`src/rtl/wp2d_pkg.sv`:
```
// -----------------------------------------------------------------------------
// wp2d_pkg
// Shared types and constants of the 2-D window pooling block.
// -----------------------------------------------------------------------------
package wp2d_pkg;

   localparam int IMG_W      = 9;
   localparam int WIN_W      = 3;
   localparam int STRIDE_W   = 3;
   localparam int MODE_W     = 2;
   localparam int CSR_IDX_W  = 2;
   localparam int CSR_DATA_W = 9;
   localparam int POS_W      = 8;
   localparam int STRIDE_MAX = 4;

   localparam logic [CSR_IDX_W-1:0] CSR_WINDOW_SIZE = 2'd0;
   localparam logic [CSR_IDX_W-1:0] CSR_STRIDE      = 2'd1;
   localparam logic [CSR_IDX_W-1:0] CSR_IMAGE_SIZE  = 2'd2;
   localparam logic [CSR_IDX_W-1:0] CSR_POOL_MODE   = 2'd3;

   localparam logic [MODE_W-1:0] MODE_MAX = 2'd0;
   localparam logic [MODE_W-1:0] MODE_MIN = 2'd1;
   localparam logic [MODE_W-1:0] MODE_AVG = 2'd2;

   localparam logic [WIN_W-1:0]    WINDOW_SIZE_RST = 3'd2;
   localparam logic [STRIDE_W-1:0] STRIDE_RST      = 3'd2;
   localparam logic [IMG_W-1:0]    IMAGE_SIZE_RST  = 9'd256;
   localparam logic [MODE_W-1:0]   POOL_MODE_RST   = MODE_MAX;

   typedef enum logic [2:0] {
      ST_IDLE,
      ST_READ,
      ST_DRAIN,
      ST_DIV_GO,
      ST_DIV_WAIT,
      ST_OUT
   } state_type;

   typedef struct packed {
      logic busy;
      logic done;
   } div_stat_type;

endpackage

```
`src/rtl/wp2d_div.sv`:
```
// -----------------------------------------------------------------------------
// wp2d_div
// Radix-2 restoring divider, signed dividend by unsigned divisor,
// quotient truncated toward zero. One quotient bit per cycle.
// -----------------------------------------------------------------------------
module wp2d_div
   import wp2d_pkg::*;
#(
   parameter int NUM_W = 22,
   parameter int DEN_W = 6
) (
   input  logic                    clock,
   input  logic                    reset,
   input  logic                    start,
   input  logic signed [NUM_W-1:0] num,
   input  logic [DEN_W-1:0]        den,
   output logic signed [NUM_W-1:0] quot,
   output div_stat_type            stat
);

   localparam int CNT_W = $clog2(NUM_W + 1);

   logic [DEN_W:0]          rem_ff, rem_in;
   logic [NUM_W-1:0]        quo_ff, quo_in;
   logic [DEN_W-1:0]        den_ff, den_in;
   logic [CNT_W-1:0]        cnt_ff, cnt_in;
   logic                    busy_ff, busy_in;
   logic                    done_ff, done_in;
   logic                    neg_ff, neg_in;
   logic signed [NUM_W-1:0] res_ff, res_in;

   logic [DEN_W:0]   rem_sh;
   logic [DEN_W:0]   rem_sub;
   logic             qbit;
   logic [NUM_W-1:0] quo_next;
   logic [NUM_W-1:0] num_mag;

   always_comb begin
      rem_sh   = {rem_ff[DEN_W-1:0], quo_ff[NUM_W-1]};
      qbit     = (rem_sh >= {1'b0, den_ff});
      rem_sub  = qbit ? (rem_sh - {1'b0, den_ff}) : rem_sh;
      quo_next = {quo_ff[NUM_W-2:0], qbit};
      num_mag  = num[NUM_W-1] ? unsigned'(-num) : unsigned'(num);

      rem_in  = rem_ff;
      quo_in  = quo_ff;
      den_in  = den_ff;
      cnt_in  = cnt_ff;
      busy_in = busy_ff;
      neg_in  = neg_ff;
      res_in  = res_ff;
      done_in = 1'b0;

      if (start) begin
         rem_in  = '0;
         quo_in  = num_mag;
         den_in  = den;
         cnt_in  = CNT_W'(NUM_W);
         busy_in = 1'b1;
         neg_in  = num[NUM_W-1];
      end else if (busy_ff) begin
         rem_in = rem_sub;
         quo_in = quo_next;
         cnt_in = cnt_ff - CNT_W'(1);
         if (cnt_ff == CNT_W'(1)) begin
            busy_in = 1'b0;
            done_in = 1'b1;
            res_in  = neg_ff ? -$signed(quo_next) : $signed(quo_next);
         end
      end
   end

   always_ff @(posedge clock) begin
      if (reset) begin
         busy_ff <= 1'b0;
         done_ff <= 1'b0;
         cnt_ff  <= '0;
      end else begin
         busy_ff <= busy_in;
         done_ff <= done_in;
         cnt_ff  <= cnt_in;
      end
   end

   always_ff @(posedge clock) begin
      rem_ff <= rem_in;
      quo_ff <= quo_in;
      den_ff <= den_in;
      neg_ff <= neg_in;
      res_ff <= res_in;
   end

   assign quot      = res_ff;
   assign stat.busy = busy_ff;
   assign stat.done = done_ff;

endmodule

```
`config.mk`:
```
export PLATFORM = sky130hd
export DESIGN_NAME = wp2d_div
export DESIGN_NICKNAME = d
export VERILOG_FILES = /design/src/rtl/wp2d_pkg.sv /design/src/rtl/wp2d_div.sv
export SDC_FILE = /design/constraint.sdc
export NUM_CORES = 1
export LEC_CHECK = 0
export BUFFER_PORTS_ARGS = -buffer_cell sky130_fd_sc_hd__buf_4
export CORE_AREA = 5 5 101 103
export DETAILED_ROUTE_END_ITERATION = 16
export DIE_AREA = 0 0 106 108
export PLACE_DENSITY = 0.54
export SYNTH_ARGS = -nofsm -noshare
export SYNTH_HDL_FRONTEND = slang
export SYNTH_SLANG_ARGS = --single-unit
export TNS_END_PERCENT = 100
```
`constraint.sdc`:
```
create_clock -name clock -period 4.15 [get_ports clock]
set_input_delay 0.2075 -clock clock [delete_from_list [all_inputs] [get_ports clock]]
set_output_delay 0.2075 -clock clock [all_outputs]
set_load 0.03 [all_outputs]
```
==> metrics.cfg <==
[route]
drc_errors=0
drt-wirelength-per-cell_microns=14.48
wl_microns=7255
vias=2623
antenna_left=0
drtIter0Drc=102
drt-vias-per-instance=5.236
first_pass_iters=4

[sta]
min_period_ps=3039
fin_worst_skew_ps=8.493
maxSlewHeadroom_pct=30.28
setup_violations=0
hold_ws_ps=40.95
rsz0062_at_grt=no
tns_ps=0
post-route-period-util_pct=73.23
maxSlewViolCount=0
worst_slew_pin_slew_ps=1045
finalHoldViolCount=0
max_freq_ghz=0.3290

[clock_tree]
cts.sinks=64
clockBufferDepth=2
htreeDepth=3
cts_tree=built
clk_latency_ps=340
post_cts_resized=0
clk_pin_slew_ps=70
postCtsSetupBuffers=0
cts_root_buf=clkbuf_8
numCtsBuffers=9
hold_buffers=0

[setup_path]
crit_arrival_ps=3110
r2r-end=quot[20]
r2r_cells=10
path_max_fanout=19
r2r_slack_ps=1110
reg2reg_from=den_ff[4]
critPathKind=reg -> reg
critPathLaunchType=flip-flop
worst_ep_required_time_ps=4220
crit_path_end_kind=flip-flop

[yosys]
async_reset_ff_share_pct=0
yosysUniqueCellTypes=50
syn_area_per_cell_sq_um=10.54
synth.yosys.warnings=0
synthCells=336
syn_nets=379
synth_ff_type=edfxtp_1
syn_area_sq_um=3542
synth_edf_count=51
ys_seq_area_share_pct=50.58
ys_ff_latch=64

[floorplanning]
ioPinCount=55
die_y_microns=108
fp.dieW_microns=106
die_area_sq_um=11450
rows=35
initial_core_util_pct=38.89
core_sq_um=9109

[finish]
n_fill_cell=896
area.sequential_sq_um=1792
final_util_pct=46.17
antenna_cells=0
final_cells=501
area_delta_synth_final_pct=18.72
multi_input_area_sq_um=1617
finalNetCount=428
drive_gt1_share_pct=20.26

[placement]
place_hpwl_microns=5279
portBuffers=54
dp.cells=485
gp_congestion=0.7643

[worst_hold_path]
whs_path_depth=1
whs_endpoint=den_ff[2]
min_from=den[2]
hold_class=in -> reg

[run_status]
status=finished, final reports clean

[global_routing]
grt.total_usage_pct=13.22
antenna_found_initial=0
grt_pass1_vias=2428
grt_pass1_wl_microns=11960
grt_max_degree=67
grt_overflow_total=0

[job]
maxCapViolCount=0

[power]
peakVddDrop_mv=0.1401
power.total_mw=1.575
p_per_area_nw_per_um2=374.6
leakagePower_nw=1.569

==> routing by layer <==
layer / up-vias / global-route usage, % / wire [microns]
li1: 1327 / - / -
met1: 1229 / 19.77 / 3768
met2: 56 / 17.62 / 3007
met3: 11 / 2.985 / 363
met4: 0 / 6.846 / 115
met5: - / 0 / 0
==> how the worst max path moves through the flow <==
stage	from	to	slack, ps	cells after the start
final	den_ff[4]	quot[20]	1110	10
after detailed placement	den_ff[4]	quot[20]	1110	10
after floorplan	den_ff[4]	quot[20]	1540	11
after global placement	den_ff[4]	quot[20]	1270	10
after global routing	den_ff[4]	quot[20]	900	10
after CTS	den_ff[4]	quot[20]	1090	10
==> synth_stat cells (2+ instances only) <==
cell | count | area (sq um)
xnor2_1 | 26 | 227.7
xor2_1 | 17 | 148.9
buf_4 | 2 | 15.01
a311oi_1 | 3 | 26.28
nor4b_1 | 2 | 17.52
nand3_1 | 2 | 10.01
nor3_1 | 5 | 25.02
clkbuf_1 | 12 | 45.04
nor4_1 | 3 | 18.77
nand2b_1 | 7 | 43.79
dfxtp_1 | 13 | 260.3
or2_2 | 2 | 12.51
o41ai_1 | 8 | 70.07
a21oi_1 | 23 | 115.1
inv_1 | 18 | 67.56
edfxtp_1 | 51 | 1531
a211oi_1 | 2 | 15.01
nand2_1 | 18 | 67.56
or3_1 | 5 | 31.28
o22ai_1 | 2 | 12.51
nor2_1 | 38 | 142.6
nand4_1 | 3 | 18.77
nor2b_1 | 4 | 25.02
mux2i_1 | 2 | 20.02
ha_1 | 11 | 137.6
o31ai_1 | 12 | 90.09
o21ai_0 | 15 | 75.07
mux2_2 | 3 | 33.78
or4_1 | 6 | 45.04
==> per-stage QoR <==
step,setup WS (ps),area (sq um)
finish,1111,4205
detailed placement,1108,4020
CTS,1094,4205
global placement,1273,4020
global route,898.7,4205
floorplan,1535,3542
==> where the power goes <==
part           total (mW)  internal (mW)  leakage [nW]  switching [mW]
registers           0.805          0.754         0.590          0.0505
clock network       0.493          0.265        0.0927           0.228
logic               0.277          0.127         0.886           0.150
==> layout make-up <==
cell class | instances | share of cell area (%)
sequential | 64 | 42.61
multi-input combinational | 238 | 38.44
timing repair buffer | 54 | 9.640
clock buffer | 14 | 4.106
tap | 111 | 3.303
inverter | 18 | 1.607
clock inverter | 2 | 0.2975
==> worst max-delay path: stages (launching register included) <==
cell and delay [ps]:
edfxtp_1 350, inv_1 70, ha_1 270, a21o_1 180
a211o_1 290, a41o_1 460, inv_1 290, ha_1 200
nand4b_1 120, o41ai_1 410, xnor2_1 120
==> registers in the layout, indices dropped and copies added (netlist names) <==
| register | cells |
|---|---|
| den_ff | 6 |
| quot | 22 |
| cnt_ff | 5 |
| neg_ff | 1 |
| rem_ff | 6 |
| busy_ff | 1 |
| quo_ff | 22 |
| done_ff | 1 |
==> placed cells by master (no fill, tap or decap), types with 3 or more instances in the layout <==
| master | count |
|---|---|
| clkbuf_8 | 12 |
| nor2_1 | 37 |
| nor3_1 | 5 |
| or4_1 | 6 |
| buf_4 | 54 |
| a21oi_1 | 23 |
| nor4_1 | 3 |
| nand2b_1 | 7 |
| nand2_1 | 18 |
| dfxtp_1 | 13 |
| inv_1 | 18 |
| nor2b_1 | 4 |
| a311oi_1 | 3 |
| nand4_1 | 3 |
| ha_1 | 11 |
| or3_1 | 5 |
| xnor2_1 | 26 |
| edfxtp_1 | 51 |
| xor2_1 | 17 |
| o31ai_1 | 12 |
| o41ai_1 | 8 |
| o21ai_0 | 15 |
| mux2_2 | 3 |
==> logic make-up (layout without fill, tap and decap cells) <==
family,Yosys count,count (layout),share of synthesized area [%]
adder cells (fa/ha/maj),12,12,4.451
AND/OR/NAND/NOR,102,102,14.77
multiplexers,5,5,1.519
flip-flops,64,64,50.58
AO/OA/AOI/OAI,76,76,14.20
XOR/XNOR,43,43,10.63
buffers and inverters,34,88,3.850
Note: power is estimated with default switching activity, not from simulation.
